`config.mk`:
```
export PLATFORM = sky130hd
export DESIGN_NAME = multilevel_strided_volume_decimator_top
export DESIGN_NICKNAME = d
export VERILOG_FILES = /design/src/rtl/core/msvd_pkg.sv /design/src/rtl/core/msvd_cdiv.sv /design/src/rtl/core/msvd_fifo.sv /design/src/rtl/core/msvd_back.sv /design/src/rtl/core/msvd_front.sv /design/src/rtl/core/multilevel_strided_volume_decimator_top.sv
export SDC_FILE = /design/constraint.sdc
export NUM_CORES = 2
export LEC_CHECK = 0
export BUFFER_PORTS_ARGS = -buffer_cell sky130_fd_sc_hd__buf_2
export CAP_MARGIN = 40
export CELL_PAD_IN_SITES_DETAIL_PLACEMENT = 1
export CELL_PAD_IN_SITES_GLOBAL_PLACEMENT = 1
export CORE_MARGIN = 1.5
export CORE_UTILIZATION = 51
export DETAILED_ROUTE_END_ITERATION = 10
export PLACE_DENSITY_LB_ADDON = 0.1
export SKIP_CTS_REPAIR_TIMING = 1
export SLEW_MARGIN = 30
export SYNTH_ARGS = -nofsm -noshare
export SYNTH_HDL_FRONTEND = slang
export SYNTH_SLANG_ARGS = --single-unit
```
`constraint.sdc`:
```
create_clock -name clk -period 8.6 [get_ports clk]
set_clock_uncertainty 0.1 [all_clocks]
set_input_delay 1.72 -clock clk [delete_from_list [all_inputs] [get_ports clk]]
set_output_delay 1.72 -clock clk [all_outputs]
set_load 0.05 [all_outputs]
```
`src/rtl/core/msvd_pkg.sv`:
```
`default_nettype none

package msvd_pkg;

	localparam int MAX_LEVELS = 8;
	localparam int EXT_W      = 16;
	localparam int STRIDE_W   = EXT_W + 1;
	localparam int LEVEL_W    = 4;
	localparam int LVL_IDX_W  = (MAX_LEVELS > 1) ? $clog2(MAX_LEVELS) : 1;
	localparam int SPL_W      = 3;
	localparam int RATE_W     = 5;
	localparam int WORD_W     = 32;
	localparam int CFG_IDX_W  = 3;
	localparam int CFG_DATA_W = 16;
	localparam int QDEPTH     = 2;
	localparam int QPTR_W     = (QDEPTH > 1) ? $clog2(QDEPTH) : 1;
	localparam int QCNT_W     = $clog2(QDEPTH + 1);

	localparam logic [STRIDE_W-1:0] STRIDE_ONE = STRIDE_W'(1);
	localparam logic [STRIDE_W-1:0] STRIDE_CAP = {1'b1, {EXT_W{1'b0}}};

	// Register indexes on the configuration port.
	localparam logic [CFG_IDX_W-1:0] REG_EXT_X  = 3'd0;
	localparam logic [CFG_IDX_W-1:0] REG_EXT_Y  = 3'd1;
	localparam logic [CFG_IDX_W-1:0] REG_EXT_Z  = 3'd2;
	localparam logic [CFG_IDX_W-1:0] REG_LEVELS = 3'd3;
	localparam logic [CFG_IDX_W-1:0] REG_SPLITS = 3'd4;
	localparam logic [CFG_IDX_W-1:0] REG_RATE   = 3'd5;

	// Effective configuration: level count clamped, rate at least two.
	typedef struct packed {
		logic [EXT_W-1:0]   ext_x;
		logic [EXT_W-1:0]   ext_y;
		logic [EXT_W-1:0]   ext_z;
		logic [LEVEL_W-1:0] levels;
		logic [SPL_W-1:0]   splits;
		logic [RATE_W-1:0]  rate;
	} cfg_t;

	// One queued sample word and the set of levels that keep it.
	typedef struct packed {
		logic [WORD_W-1:0]     word;
		logic [MAX_LEVELS-1:0] mask;
	} q_entry_t;

endpackage

`default_nettype wire

```
`src/rtl/core/msvd_cdiv.sv`:
```
`default_nettype none

// Restoring divider, one quotient bit per cycle, result rounded up.
module msvd_cdiv (
	input  wire logic                         clk,
	input  wire logic                         arst_n,
	input  wire logic                         start,
	input  wire logic [msvd_pkg::EXT_W-1:0]   dividend,
	input  wire logic [msvd_pkg::RATE_W-1:0]  divisor,
	output logic                              done,
	output logic [msvd_pkg::EXT_W-1:0]        quot
);
	import msvd_pkg::*;

	localparam int CNT_W = $clog2(EXT_W + 1);

	logic               busy_q;
	logic               done_q;
	logic [CNT_W-1:0]   cnt_q;
	logic [EXT_W-1:0]   dvd_q;
	logic [EXT_W-1:0]   quot_q;
	logic [RATE_W-1:0]  rem_q;
	logic [RATE_W:0]    rem_sh;
	logic [RATE_W:0]    rem_sub;
	logic               ge;

	assign rem_sh  = {rem_q, dvd_q[EXT_W-1]};
	assign ge      = rem_sh >= {1'b0, divisor};
	assign rem_sub = rem_sh - {1'b0, divisor};

	always_ff @(posedge clk or negedge arst_n) begin
		if (!arst_n) begin
			busy_q <= 1'b0;
			done_q <= 1'b0;
			cnt_q  <= '0;
		end else begin
			done_q <= 1'b0;
			if (start) begin
				busy_q <= 1'b1;
				cnt_q  <= CNT_W'(EXT_W);
			end else if (busy_q) begin
				cnt_q <= cnt_q - CNT_W'(1);
				if (cnt_q == CNT_W'(1)) begin
					busy_q <= 1'b0;
					done_q <= 1'b1;
				end
			end
		end
	end

	always_ff @(posedge clk) begin
		if (start) begin
			dvd_q  <= dividend;
			rem_q  <= '0;
			quot_q <= '0;
		end else if (busy_q) begin
			dvd_q  <= {dvd_q[EXT_W-2:0], 1'b0};
			rem_q  <= ge ? rem_sub[RATE_W-1:0] : rem_sh[RATE_W-1:0];
			quot_q <= {quot_q[EXT_W-2:0], ge};
		end
	end

	assign done = done_q;
	assign quot = quot_q + EXT_W'(rem_q != '0);

endmodule

`default_nettype wire

```
`src/rtl/core/msvd_fifo.sv`:
```
`default_nettype none

module msvd_fifo (
	input  wire logic                clk,
	input  wire logic                arst_n,
	input  wire logic                push,
	input  wire msvd_pkg::q_entry_t  push_entry,
	output logic                     full,
	input  wire logic                pop,
	output msvd_pkg::q_entry_t       head,
	output logic                     empty
);
	import msvd_pkg::*;

	q_entry_t           mem_q [QDEPTH];
	logic [QPTR_W-1:0]  wr_ptr_q;
	logic [QPTR_W-1:0]  rd_ptr_q;
	logic [QCNT_W-1:0]  cnt_q;
	logic               do_push;
	logic               do_pop;

	assign full    = cnt_q == QCNT_W'(QDEPTH);
	assign empty   = cnt_q == '0;
	assign do_push = push && !full;
	assign do_pop  = pop && !empty;
	assign head    = mem_q[rd_ptr_q];

	always_ff @(posedge clk or negedge arst_n) begin
		if (!arst_n) begin
			wr_ptr_q <= '0;
			rd_ptr_q <= '0;
			cnt_q    <= '0;
		end else begin
			if (do_push) begin
				wr_ptr_q <= (wr_ptr_q == QPTR_W'(QDEPTH - 1)) ? '0 : wr_ptr_q + QPTR_W'(1);
			end
			if (do_pop) begin
				rd_ptr_q <= (rd_ptr_q == QPTR_W'(QDEPTH - 1)) ? '0 : rd_ptr_q + QPTR_W'(1);
			end
			if (do_push && !do_pop) begin
				cnt_q <= cnt_q + QCNT_W'(1);
			end else if (do_pop && !do_push) begin
				cnt_q <= cnt_q - QCNT_W'(1);
			end
		end
	end

	always_ff @(posedge clk) begin
		if (do_push) begin
			mem_q[wr_ptr_q] <= push_entry;
		end
	end

endmodule

`default_nettype wire

```
`src/rtl/core/msvd_back.sv`:
```
`default_nettype none

// Expands one queued word into a result per kept level, lowest level first.
module msvd_back (
	input  wire logic                          clk,
	input  wire logic                          arst_n,
	input  wire logic                          q_empty,
	input  wire msvd_pkg::q_entry_t            q_head,
	output logic                               pop,
	output logic                               out_valid,
	input  wire logic                          out_ready,
	output logic [msvd_pkg::WORD_W-1:0]        sample_out,
	output logic [msvd_pkg::LEVEL_W-1:0]       level_index,
	output logic                               last_of_run
);
	import msvd_pkg::*;

	logic                   cur_valid_q;
	logic [WORD_W-1:0]      cur_word_q;
	logic [MAX_LEVELS-1:0]  cur_mask_q;
	logic                   out_valid_q;
	logic [WORD_W-1:0]      sample_q;
	logic [LEVEL_W-1:0]     level_q;
	logic                   last_q;

	logic                   emit;
	logic [MAX_LEVELS-1:0]  rest;
	logic [LEVEL_W-1:0]     low_idx;

	assign emit = cur_valid_q && (!out_valid_q || out_ready);
	assign rest = cur_mask_q & (cur_mask_q - MAX_LEVELS'(1));
	assign pop  = !q_empty && (!cur_valid_q || (emit && rest == '0));

	always_comb begin
		low_idx = '0;
		for (int l = MAX_LEVELS - 1; l >= 0; l--) begin
			if (cur_mask_q[l]) begin
				low_idx = LEVEL_W'(l);
			end
		end
	end

	always_ff @(posedge clk or negedge arst_n) begin
		if (!arst_n) begin
			cur_valid_q <= 1'b0;
			out_valid_q <= 1'b0;
		end else begin
			if (pop) begin
				cur_valid_q <= 1'b1;
			end else if (emit && rest == '0) begin
				cur_valid_q <= 1'b0;
			end
			if (emit) begin
				out_valid_q <= 1'b1;
			end else if (out_ready) begin
				out_valid_q <= 1'b0;
			end
		end
	end

	always_ff @(posedge clk) begin
		if (pop) begin
			cur_word_q <= q_head.word;
			cur_mask_q <= q_head.mask;
		end else if (emit) begin
			cur_mask_q <= rest;
		end
		if (emit) begin
			sample_q <= cur_word_q;
			level_q  <= low_idx + LEVEL_W'(1);
			last_q   <= rest == '0;
		end
	end

	assign out_valid   = out_valid_q;
	assign sample_out  = sample_q;
	assign level_index = level_q;
	assign last_of_run = last_q;

endmodule

`default_nettype wire

```
`src/rtl/core/msvd_front.sv`:
```
`default_nettype none

// Accepts samples, derives the per-level strides at volume start, tracks the
// position of each sample and classifies it into the levels that keep it.
module msvd_front (
	input  wire logic                        clk,
	input  wire logic                        arst_n,
	input  wire msvd_pkg::cfg_t              cfg,
	input  wire logic                        restart,
	input  wire logic                        in_valid,
	output logic                             in_ready,
	input  wire logic [msvd_pkg::WORD_W-1:0] sample_bits,
	output logic                             push,
	output msvd_pkg::q_entry_t               push_entry,
	input  wire logic                        q_full,
	output logic                             busy
);
	import msvd_pkg::*;

	localparam logic [1:0] ST_RUN   = 2'd0;
	localparam logic [1:0] ST_LEVEL = 2'd1;
	localparam logic [1:0] ST_DIV   = 2'd2;

	logic [1:0]             state_q;
	logic                   strides_ready_q;
	logic [LEVEL_W-1:0]     lv_q;
	logic [SPL_W-1:0]       d_q;
	logic [1:0]             axis_q;
	logic [EXT_W-1:0]       wext_q [3];
	logic [STRIDE_W-1:0]    strd_q [3];
	logic [STRIDE_W-1:0]    tx_q [MAX_LEVELS];
	logic [STRIDE_W-1:0]    ty_q [MAX_LEVELS];
	logic [STRIDE_W-1:0]    tz_q [MAX_LEVELS];

	logic [EXT_W-1:0]       ci_q, cj_q, ck_q;
	logic [STRIDE_W-1:0]    rx_q [MAX_LEVELS];
	logic [STRIDE_W-1:0]    ry_q [MAX_LEVELS];
	logic [STRIDE_W-1:0]    rz_q [MAX_LEVELS];

	logic [1:0]                    axis_pick;
	logic [STRIDE_W+RATE_W-1:0]    prod;
	logic [STRIDE_W-1:0]           grown;
	logic                          div_start;
	logic                          div_done;
	logic [EXT_W-1:0]              div_quot;
	logic                          derive_go;
	logic                          fire;
	logic [MAX_LEVELS-1:0]         mask;
	logic [EXT_W-1:0]              i_inc, j_inc, k_inc;
	logic                          wrap_x, wrap_y, wrap_z;
	logic [STRIDE_W-1:0]           rx_adv [MAX_LEVELS];
	logic [STRIDE_W-1:0]           ry_adv [MAX_LEVELS];
	logic [STRIDE_W-1:0]           rz_adv [MAX_LEVELS];

	// The largest working extent is split next; ties go z, then y, then x.
	always_comb begin
		if (wext_q[2] >= wext_q[1] && wext_q[2] >= wext_q[0]) begin
			axis_pick = 2'd2;
		end else if (wext_q[1] >= wext_q[0]) begin
			axis_pick = 2'd1;
		end else begin
			axis_pick = 2'd0;
		end
	end

	assign prod  = strd_q[axis_pick] * cfg.rate;
	assign grown = (prod > (STRIDE_W + RATE_W)'(STRIDE_CAP)) ? STRIDE_CAP
		: prod[STRIDE_W-1:0];

	assign div_start = (state_q == ST_LEVEL) && (d_q != cfg.splits);
	assign derive_go = (state_q == ST_RUN) && !strides_ready_q && in_valid && !restart;

	msvd_cdiv u_cdiv (
		.clk      (clk),
		.arst_n   (arst_n),
		.start    (div_start),
		.dividend (wext_q[axis_pick]),
		.divisor  (cfg.rate),
		.done     (div_done),
		.quot     (div_quot)
	);

	assign busy     = state_q != ST_RUN;
	assign in_ready = (state_q == ST_RUN) && strides_ready_q && !q_full;
	assign fire     = in_valid && in_ready;

	always_comb begin
		for (int l = 0; l < MAX_LEVELS; l++) begin
			mask[l] = (LEVEL_W'(l) < cfg.levels) && rx_q[l] == '0 && ry_q[l] == '0
				&& rz_q[l] == '0;
		end
	end

	assign push             = fire && (mask != '0);
	assign push_entry.word  = sample_bits;
	assign push_entry.mask  = mask;

	// Position advance, x fastest.
	assign i_inc  = ci_q + EXT_W'(1);
	assign j_inc  = cj_q + EXT_W'(1);
	assign k_inc  = ck_q + EXT_W'(1);
	assign wrap_x = i_inc == cfg.ext_x;
	assign wrap_y = wrap_x && (j_inc == cfg.ext_y);
	assign wrap_z = wrap_y && (k_inc == cfg.ext_z);

	// Each residue is the coordinate modulo that level's stride.
	always_comb begin
		for (int l = 0; l < MAX_LEVELS; l++) begin
			rx_adv[l] = (rx_q[l] + STRIDE_ONE == tx_q[l]) ? '0 : rx_q[l] + STRIDE_ONE;
			ry_adv[l] = (ry_q[l] + STRIDE_ONE == ty_q[l]) ? '0 : ry_q[l] + STRIDE_ONE;
			rz_adv[l] = (rz_q[l] + STRIDE_ONE == tz_q[l]) ? '0 : rz_q[l] + STRIDE_ONE;
		end
	end

	always_ff @(posedge clk or negedge arst_n) begin
		if (!arst_n) begin
			state_q         <= ST_RUN;
			strides_ready_q <= 1'b0;
			lv_q            <= '0;
			d_q             <= '0;
			axis_q          <= '0;
			for (int l = 0; l < MAX_LEVELS; l++) begin
				tx_q[l] <= STRIDE_ONE;
				ty_q[l] <= STRIDE_ONE;
				tz_q[l] <= STRIDE_ONE;
			end
			for (int a = 0; a < 3; a++) begin
				wext_q[a] <= '0;
				strd_q[a] <= STRIDE_ONE;
			end
		end else begin
			unique case (state_q)
				ST_RUN: begin
					if (restart) begin
						strides_ready_q <= 1'b0;
					end else if (derive_go) begin
						wext_q[0] <= cfg.ext_x;
						wext_q[1] <= cfg.ext_y;
						wext_q[2] <= cfg.ext_z;
						for (int a = 0; a < 3; a++) begin
							strd_q[a] <= STRIDE_ONE;
						end
						for (int l = 0; l < MAX_LEVELS; l++) begin
							tx_q[l] <= STRIDE_ONE;
							ty_q[l] <= STRIDE_ONE;
							tz_q[l] <= STRIDE_ONE;
						end
						lv_q <= '0;
						d_q  <= '0;
						if (cfg.levels == '0) begin
							strides_ready_q <= 1'b1;
						end else begin
							state_q <= ST_LEVEL;
						end
					end else if (fire && wrap_z) begin
						strides_ready_q <= 1'b0;
					end
				end
				ST_LEVEL: begin
					if (d_q == cfg.splits) begin
						tx_q[lv_q[LVL_IDX_W-1:0]] <= strd_q[0];
						ty_q[lv_q[LVL_IDX_W-1:0]] <= strd_q[1];
						tz_q[lv_q[LVL_IDX_W-1:0]] <= strd_q[2];
						d_q <= '0;
						if (lv_q == cfg.levels - LEVEL_W'(1)) begin
							strides_ready_q <= 1'b1;
							state_q         <= ST_RUN;
						end else begin
							lv_q <= lv_q + LEVEL_W'(1);
						end
					end else begin
						strd_q[axis_pick] <= grown;
						axis_q            <= axis_pick;
						d_q               <= d_q + SPL_W'(1);
						state_q           <= ST_DIV;
					end
				end
				ST_DIV: begin
					if (div_done) begin
						wext_q[axis_q] <= div_quot;
						state_q        <= ST_LEVEL;
					end
				end
				default: begin
					state_q <= ST_RUN;
				end
			endcase
		end
	end

	always_ff @(posedge clk or negedge arst_n) begin
		if (!arst_n) begin
			ci_q <= '0;
			cj_q <= '0;
			ck_q <= '0;
			for (int l = 0; l < MAX_LEVELS; l++) begin
				rx_q[l] <= '0;
				ry_q[l] <= '0;
				rz_q[l] <= '0;
			end
		end else if (restart) begin
			ci_q <= '0;
			cj_q <= '0;
			ck_q <= '0;
			for (int l = 0; l < MAX_LEVELS; l++) begin
				rx_q[l] <= '0;
				ry_q[l] <= '0;
				rz_q[l] <= '0;
			end
		end else if (fire) begin
			ci_q <= wrap_x ? '0 : i_inc;
			if (wrap_x) begin
				cj_q <= wrap_y ? '0 : j_inc;
			end
			if (wrap_y) begin
				ck_q <= wrap_z ? '0 : k_inc;
			end
			for (int l = 0; l < MAX_LEVELS; l++) begin
				rx_q[l] <= wrap_x ? '0 : rx_adv[l];
				if (wrap_y) begin
					ry_q[l] <= '0;
				end else if (wrap_x) begin
					ry_q[l] <= ry_adv[l];
				end
				if (wrap_z) begin
					rz_q[l] <= '0;
				end else if (wrap_y) begin
					rz_q[l] <= rz_adv[l];
				end
			end
		end
	end

endmodule

`default_nettype wire

```
`src/rtl/core/multilevel_strided_volume_decimator_top.sv`:
```
// Multilevel strided volume decimator.
// Input channel (in_valid/in_ready, sample_bits): one 32-bit sample word per
// transfer, x fastest, then y, then z, over extent_x * extent_y * extent_z words.
// Output channel (out_valid/out_ready): one word per level that keeps the sample,
// lowest level first, with last_of_run set on the final one for that sample.
// Configuration channel (cfg_valid/cfg_ready, cfg_index, cfg_data) writes the six
// registers; a write to any of them starts a new volume. Write only while idle.
// On the first sample of a volume the strides are derived before the sample is
// taken: for each level and each split, one stride grows by the rate and the
// bit-serial divider divides the working extent by the rate, rounding it up.
// After that a sample is taken every cycle while the two-entry queue has room;
// the output side gives one result per cycle while the receiver is ready, so the
// sustained rate is set by the number of results per sample; a sample that no
// level keeps is not queued. A sample reaches the output through the queue, the
// current-word register and output register. Reset sets the registers to their
// defaults, empties the queue and the output register and forces a stride
// derivation on the next sample. When the receiver stalls, the output register
// holds its word, the queue fills and in_ready drops; nothing is lost.
`default_nettype none

module multilevel_strided_volume_decimator_top (
	input  wire logic                            clk,
	input  wire logic                            arst_n,
	input  wire logic                            in_valid,
	output logic                                 in_ready,
	input  wire logic [msvd_pkg::WORD_W-1:0]     sample_bits,
	output logic                                 out_valid,
	input  wire logic                            out_ready,
	output logic [msvd_pkg::WORD_W-1:0]          sample_out,
	output logic [msvd_pkg::LEVEL_W-1:0]         level_index,
	output logic                                 last_of_run,
	input  wire logic                            cfg_valid,
	output logic                                 cfg_ready,
	input  wire logic [msvd_pkg::CFG_IDX_W-1:0]  cfg_index,
	input  wire logic [msvd_pkg::CFG_DATA_W-1:0] cfg_data
);
	import msvd_pkg::*;

	logic [EXT_W-1:0]    ext_x_q, ext_y_q, ext_z_q;
	logic [LEVEL_W-1:0]  level_count_q;
	logic [SPL_W-1:0]    splits_q;
	logic [RATE_W-1:0]   rate_q;

	cfg_t      cfg;
	logic      cfg_fire;
	logic      restart;
	logic      front_busy;
	logic      push;
	q_entry_t  push_entry;
	logic      q_full;
	logic      pop;
	q_entry_t  q_head;
	logic      q_empty;

	assign cfg_ready = !front_busy;
	assign cfg_fire  = cfg_valid && cfg_ready;
	assign restart   = cfg_fire && (cfg_index <= REG_RATE);

	always_ff @(posedge clk or negedge arst_n) begin
		if (!arst_n) begin
			ext_x_q       <= EXT_W'(1);
			ext_y_q       <= EXT_W'(1);
			ext_z_q       <= EXT_W'(1);
			level_count_q <= LEVEL_W'(1);
			splits_q      <= SPL_W'(1);
			rate_q        <= RATE_W'(2);
		end else if (cfg_fire) begin
			unique case (cfg_index)
				REG_EXT_X:  ext_x_q       <= cfg_data[EXT_W-1:0];
				REG_EXT_Y:  ext_y_q       <= cfg_data[EXT_W-1:0];
				REG_EXT_Z:  ext_z_q       <= cfg_data[EXT_W-1:0];
				REG_LEVELS: level_count_q <= cfg_data[LEVEL_W-1:0];
				REG_SPLITS: splits_q      <= cfg_data[SPL_W-1:0];
				REG_RATE:   rate_q        <= cfg_data[RATE_W-1:0];
				default: begin
				end
			endcase
		end
	end

	always_comb begin
		cfg.ext_x  = ext_x_q;
		cfg.ext_y  = ext_y_q;
		cfg.ext_z  = ext_z_q;
		cfg.levels = (level_count_q > LEVEL_W'(MAX_LEVELS)) ? LEVEL_W'(MAX_LEVELS)
			: level_count_q;
		cfg.splits = splits_q;
		cfg.rate   = (rate_q < RATE_W'(2)) ? RATE_W'(2) : rate_q;
	end

	msvd_front u_front (
		.clk         (clk),
		.arst_n      (arst_n),
		.cfg         (cfg),
		.restart     (restart),
		.in_valid    (in_valid),
		.in_ready    (in_ready),
		.sample_bits (sample_bits),
		.push        (push),
		.push_entry  (push_entry),
		.q_full      (q_full),
		.busy        (front_busy)
	);

	msvd_fifo u_fifo (
		.clk        (clk),
		.arst_n     (arst_n),
		.push       (push),
		.push_entry (push_entry),
		.full       (q_full),
		.pop        (pop),
		.head       (q_head),
		.empty      (q_empty)
	);

	msvd_back u_back (
		.clk         (clk),
		.arst_n      (arst_n),
		.q_empty     (q_empty),
		.q_head      (q_head),
		.pop         (pop),
		.out_valid   (out_valid),
		.out_ready   (out_ready),
		.sample_out  (sample_out),
		.level_index (level_index),
		.last_of_run (last_of_run)
	);

endmodule

`default_nettype wire

```
* Word level (Yosys, flattened, before mapping)
Memory sizes are Yosys's and may differ from the RTL's.
Cells that the tools add are included.
** Storage, ports and cells
- Output and inout port bits :: 40
- Memory bits (writable) :: 80
- Word-level logic and storage cells :: 496
- Input port bits :: 56
- Bits in registers :: 1162
- Memories :: 1
** Memory list
- u_fifo.mem_q :: words 2, bits a word 40, read ports 1, clocked after memory_dff 0, write ports 1, RTL line msvd_fifo.sv:15 : q_entry_t mem_q [QDEPTH];
** Cells by class
- Order comparisons :: 22
- Multiply operators :: 1
- Eq/ne operators :: 50
- Mux-type cells :: 173
- $add $sub $neg :: 39
- Bitwise logic cells :: 5
- Reduce and logical (&&, ||, !) cells :: 121
** Operator list (number)
- 136-bit 2-to-1 mux :: 11
- 17-bit 2-to-1 mux :: 69
- 136-bit one-hot mux with 2 select lines :: 3
- 17-bit by 1-bit adder with 17-bit output (second input constant) :: 24
- 136-bit bitwise mux :: 3
- 17-bit equality test :: 24
- 17-bit logical NOT :: 24
- 16-bit 2-to-1 mux :: 16
- 51-bit 2-to-1 mux :: 3
- 48-bit 2-to-1 mux :: 3
- 51-bit one-hot mux with 2 select lines :: 1
- 48-bit one-hot mux with 2 select lines :: 1
- 51-bit bitwise mux :: 1
- 17-bit demux with 3-bit select :: 1
- 16-bit by 1-bit adder with 16-bit output (second input constant) :: 3
- 48-bit bitwise mux :: 1
- 16-bit equality test :: 3
- 16-bit >= comparator :: 3
- 1-bit logical AND :: 48
- 4-bit 2-to-1 mux :: 12
- 17-bit binary-select mux with 2-bit select :: 1
- 17-bit demux with 2-bit select :: 1
- 16-bit binary-select mux with 2-bit select :: 1
- 16-bit demux with 2-bit select :: 1
- 64 further kinds :: 153

* Depth between registers and ports, before layout
- Depth after elaboration :: 13
- Depth in mapped cells :: 29
- Mapped depth without buffers :: 27

* Modules after synthesis
A second synthesis with hierarchy kept.
** Unflattened totals
- Cell total of the unflattened synthesis :: 8466
- Area total of the unflattened synthesis :: 76410.8 um^2
** Modules (own cells, without submodules)
- msvd_front :: area an instance 65511.6 um^2, seq. area each 24432.2 um^2, cells an instance 7799, times used 1
- msvd_fifo :: area an instance 3286.9 um^2, seq. area each 2502.4 um^2, cells an instance 144, times used 1
- msvd_back :: area an instance 2926.6 um^2, seq. area each 2362.3 um^2, cells an instance 161, times used 1
- multilevel_strided_volume_decimator_top :: area an instance 2377.3 um^2, seq. area each 1508.9 um^2, cells an instance 144, times used 1
- msvd_cdiv :: area an instance 2308.5 um^2, seq. area each 1076.0 um^2, cells an instance 218, times used 1

* Worst setup path before layout
Ideal clock, no wire load.
- Path kind :: register to register
- Start point :: register u_front.wext_q[9] in the netlist's numbering
- End point :: register u_front.strd_q[26] in the netlist's numbering
- Data required time :: 8.416 ns
- Arrival time :: 6.944 ns
- Setup time :: 0.084 ns
- Clock period less this slack :: 7.128 ns
- Stages on the path, launching flop included :: 27
- Buffers on the path :: 3
- Slack :: 1.472 ns
- Path through :: dfrtp_1 -> ha_1 -> a21o_1 -> a21o_1 -> a221o_1 -> a211oi_1 -> nor2_1 -> clkbuf_1 -> clkbuf_1 -> o21ai_0 -> and2_1 -> fa_1 -> fa_1 -> inv_1 -> fa_1 -> inv_1 -> ha_1 -> and2_1 -> a221oi_1 -> nand2_1 -> o311ai_0 -> nand4_1 -> nand4b_1 -> o41ai_1 -> nand3_1 -> clkbuf_1 -> o21ai_0
** Between the ends
- Word-level cells in the longest chain between the ends :: 13
- Elaborated cells on any way between the ends :: 19
- Those cells by class :: mul: 1; order compare: 5; mux: 10; bitwise: 1; reduce/logical: 2
** Ends and longest elaborated chain
- from (decl) :: RTL line msvd_front.sv:29 : logic [EXT_W-1:0] wext_q [3];
- from (signal, indexed assignment) :: RTL line msvd_front.sv:180 : wext_q[axis_q] <= div_quot;
- 16-bit >= comparator :: RTL line msvd_front.sv:57 : if (wext_q[2] >= wext_q[1] && wext_q[2] >= wext_q[0]) begin
- 1-bit logical AND * :: RTL line msvd_front.sv:57
- 2-bit 2-to-1 mux * :: RTL line msvd_front.sv:57
- 2-bit inverter with 3-bit output (implied by the code) * :: RTL line msvd_front.sv:66, msvd_front.sv:172
- 17-bit binary-select mux with 2-bit select :: RTL line msvd_front.sv:66 : assign prod = strd_q[axis_pick] * cfg.rate;
- 17-bit 2-to-1 mux (implied by the code) (2 in a row) :: RTL line msvd_front.sv:66
- 17-bit by 5-bit multiplier with 22-bit output :: RTL line msvd_front.sv:66
- 22-bit by 17-bit greater-than comparator with 1-bit output :: RTL line msvd_front.sv:67 : assign grown = (prod > (STRIDE_W + RATE_W)'(STRIDE_CAP)) ? STRIDE_CAP
- 17-bit 2-to-1 mux :: RTL line msvd_front.sv:67
- 51-bit bitwise mux * :: RTL line msvd_front.sv:172 : strd_q[axis_pick] <= grown;
- 51-bit 2-to-1 mux * :: RTL line msvd_front.sv:160 : if (d_q == cfg.splits) begin
- 51-bit one-hot mux with 2 select lines * :: RTL line msvd_front.sv:132 : unique case (state_q)
- to (signal, indexed assignment) :: RTL line msvd_front.sv:172
- to (decl) :: RTL line msvd_front.sv:30 : logic [STRIDE_W-1:0] strd_q [3];
Mark *: on every way between the ends. The rest lies on a longest branch, timed or not. The select of a mux whose other input is x is not followed.
A chain may end at the register's enable or synchronous reset.

* Worst setup path in the final report
- Start point :: register u_front.wext_q[0] in the netlist's numbering
- End point :: register u_front.strd_q[13] in the netlist's numbering
Same word-level chain as after synthesis.

==> results by group <==
Routing
  – Detailed Route Iter0 Violations: 5372
  – Drt drc: 0
  – Antenna Nets Post-Route: 0
  – Pre-antenna DRT Iters: 7
  – Final WL: 255000 um
  – Vias per cell: ~6.5
  – Routed len/inst: approximately 27 um
  – Vias: 61493

Synth
  – Synth top cells by count: dfrtp_1 (1015), nand2_1 (778), o21ai_0 (501)
  – Top-count cell post-synth: dfrtp_1
  – Net Count, Synth: 7941
  – Sequential fraction of the synthesis area: 0.438
  – Share of the synthesized area in the top cell type: 0.349
  – FF+latch count, synth: ~1200
  – Syn avg cell area: 9.46 um2
  – Synth Instances: 7693
  – Largest area contributor in the netlist: dfrtp_1
  – Top cells by area, synth: dfrtp_1 (35%), edfxtp_1 (7.1%), xnor2_1 (5.4%), a22o_1 (5.0%), nand2_1 (4.0%)
  – Number of flops mapped to enable cells by yosys: approximately 170
  – Yosys warnings: 0
  – Top FF cell, synth: dfrtp_1
  – Ys async rst share: 0.844
  – Mapped cell area: 72800 um2
  – Distinct cells, synth: 105

Timing
  – Final Max Slew Viols: 0
  – Max_slew headroom: 0.359
  – Final worst hold slack: between 0.3 and 0.4 ns
  – Fin worst setup slack: 0.440 ns
  – Worst Tran Pin Value: between 0.9 and 1 ns
  – Post-layout minimum cycle time: 8.16 ns
  – RSZ-0062 raised after global routing: false
  – Fin crit share: 0.949
  – Max Freq: 0.123 GHz
  – Final Hold Viols: 0
  – Final number of setup-violating endpoints: 0

Die
  – Initial Util: 0.514
  – Row count: 138
  – CORE AREA: around 140000 um2
  – Die width: 381 um
  – Die height: 381 um
  – IO Count: 96
  – Die ar.: 145000 um2

Critical path
  – End of the critical path: u_front.strd_q[13]$_DFFE_PN0P_
  – Setup crit end kind: register
  – WP data arrival: around 8.7 ns
  – R2R Path Start: u_front.wext_q[0]$_DFFE_PN0P_
  – CP Max Fanout: 26
  – Worst Path Required: 9.16 ns
  – Type of the worst setup path: reg2reg
  – Worst reg2reg path depth: 25
  – R2R Setup Slk: 0.44 ns
  – Worst setup SP type: register
  – RR Endpoint: u_front.strd_q[13]$_DFFE_PN0P_
  – CP Launch Point: u_front.wext_q[0]$_DFFE_PN0P_

Clocking
  – Htree depth: 4
  – Clk_lat worst skew: 0.80 ns
  – Max clock buf depth: 3
  – CTS buffer count: approximately 140
  – Root Buffer: clkbuf_16
  – CTS tree: yes
  – Clock transition at path regs: 0.06 ns
  – CTS sink count: 1242

Global route
  – Global-route wire length before repair: 391000 um
  – Largest net degree at the start of global routing: roughly 150
  – Initial antenna violation count: 28
  – Number of global-route vias before repair: 62602
  – Global Route Usage Sum: 0.348
  – Total gr overflow: 0

Placed design
  – Hpwl dp: 174000 um
  – # port buffers: 95
  – GPL Wtd Cong: 0.912
  – Setup WS pre-CTS: -0.0862 ns

Final layout
  – Area grow syn2layout: 10.0%
  – Share of cells above drive strength 1: 0.0984
  – Nets: 7735

Pwr
  – PwrDens: roughly 160 nW/um2
  – Peak supply drop: 237 uV
  – Leak: 35.9 nW

Status
  – Status: finished clean

Job
  – Max-Cap Viols: 0

Min path
  – Hold Crit Class: reg2reg
==> layout make-up <==
| class | instances | area (um2) |
|---|---|---|
| multi-input cells | 5602 | 37900 |
| fillers | 15737 | 61500 |
| repair buffers | 244 | 1960 |
| inverters | 254 | 953 |
| well taps | 1890 | 2360 |
| clock buffers | 207 | 4050 |
| diodes | 9 | 22.5 |
| clock inverters | 59 | 901 |
| flip-flops and latches | 1242 | 31900 |
==> worst min path at each step <==
stage,start,endpoint,cells past startpoint
3_5_place_dp,u_back.cur_word_q[5]$_DFFE_PP_,u_back.sample_out[5]$_DFFE_PP_,0
6_report,u_back.cur_word_q[9]$_DFFE_PP_,u_back.sample_out[9]$_DFFE_PP_,0
2_1_floorplan,u_back.cur_word_q[0]$_DFFE_PP_,u_back.sample_out[0]$_DFFE_PP_,0
5_1_grt,u_back.cur_word_q[9]$_DFFE_PP_,u_back.sample_out[9]$_DFFE_PP_,0
3_3_place_gp,u_back.cur_word_q[16]$_DFFE_PP_,u_back.sample_out[16]$_DFFE_PP_,0
4_1_cts,u_back.cur_word_q[9]$_DFFE_PP_,u_back.sample_out[9]$_DFFE_PP_,0
==> placed cells by master (no fill, tap or decap), drive strengths merged, types with 33 or more instances in the layout <==
cell type  count
fa            46
nand3b        38
nor2         398
or3           52
o211ai        61
nor3         223
and4          62
a21o         167
o31ai         35
nor3b         72
inv          262
nor4         223
a21oi        186
dfstp         33
a22o         419
edfxtp       173
buf          242
xnor2        448
clkbuf       209
mux2         116
nand4        164
and3          94
and2         101
xor2         265
nor2b         68
ha           146
o21ai        518
a31oi         47
nand3        346
mux2i        102
a211oi        49
dfrtp       1015
nand2        778
nand2b        57
==> registers in the layout, indices dropped and copies added (netlist names), 8 cells and up <==
signal	count
u_front.ty_q	136
u_front.u_cdiv.quot_q	16
u_front.cj_q	16
u_front.ci_q	16
u_front.rz_q	136
u_back.cur_mask_q	8
u_front.wext_q	48
u_front.u_cdiv.dvd_q	16
u_front.tz_q	136
ext_x_q	16
u_fifo.mem_q	80
u_back.sample_out	32
u_front.tx_q	136
u_front.rx_q	136
u_front.ck_q	16
u_front.ry_q	136
ext_y_q	16
ext_z_q	16
u_back.cur_word_q	32
u_front.strd_q	51
==> worst max-delay path: stages (launching register included) <==
cell	delay, ns
dfrtp_1	0.38
inv_1	0.11
ha_1	0.24
nand2b_1	0.16
a2111oi_0	0.53
a2111oi_1	0.15
a211oi_2	0.45
nor2_4	0.16
buf_4	0.25
o21ai_0	0.51
and2_1	0.23
fa_1	0.44
fa_1	0.55
inv_1	0.06
fa_1	0.53
inv_1	0.04
ha_1	0.37
a21o_1	0.23
a31o_2	0.28
a21o_1	0.18
a221o_1	0.40
xnor2_1	0.35
nand4b_1	0.18
o41ai_2	0.44
nand3_2	0.37
o21ai_0	0.32
==> cell families (layout without fill, tap and decap cells) <==
group                    count (synthesis)  after routing  share of synthesized area
buffers and inverters                  849            764                     0.0459
AO/OA/AOI/OAI                         1704           1704                      0.162
other                                    0              9                          0
adder cells (fa/ha/maj)                194            194                     0.0380
flip-flops                            1242           1242                      0.438
AND/OR/NAND/NOR                       2768           2768                      0.197
XOR/XNOR                               718            718                     0.0874
multiplexers                           218            218                     0.0320
==> layer usage <==
| layer | global-route usage | routed length, um | up-vias |
|---|---|---|---|
| li1 | - | - | 27243 |
| met1 | 0.482 | 111000 | 31788 |
| met2 | 0.546 | 117000 | 1963 |
| met3 | 0.0515 | 15900 | 489 |
| met4 | 0.145 | 10900 | 10 |
| met5 | 0 | 69 | - |
==> power breakdown <==
| part | leakage, nW | internal [W] | switching, W | total (W) |
|---|---|---|---|---|
| clock network | 2.40 | 0.00373 | 0.00273 | 0.00646 |
| registers | 15.9 | 0.00604 | 0.0000341 | 0.00607 |
| logic | 17.6 | 0.0000869 | 0.000364 | 0.000451 |
| total | 35.9 | 0.00985 | 0.00313 | 0.0130 |
==> per-stage QoR <==
| stage | setup TNS (ns) | util | instance area [um2] | total power [W] | instances |
|---|---|---|---|---|---|
| after detailed placement | -0.402 | 0.529 | 74800 | 0.00664 | 9216 |
| after global placement | 0 | 0.526 | 74400 | 0.00662 | 9191 |
| after CTS | -2.62 | 0.563 | 79800 | 0.0131 | 9482 |
| after global routing | 0 | 0.565 | 80000 | 0.0133 | 9498 |
| final | 0 | 0.565 | 80100 | 0.0130 | 9507 |
| after floorplan | 0 | - | 72800 | 0.00641 | 7693 |
(Power assumes the default switching activity.)
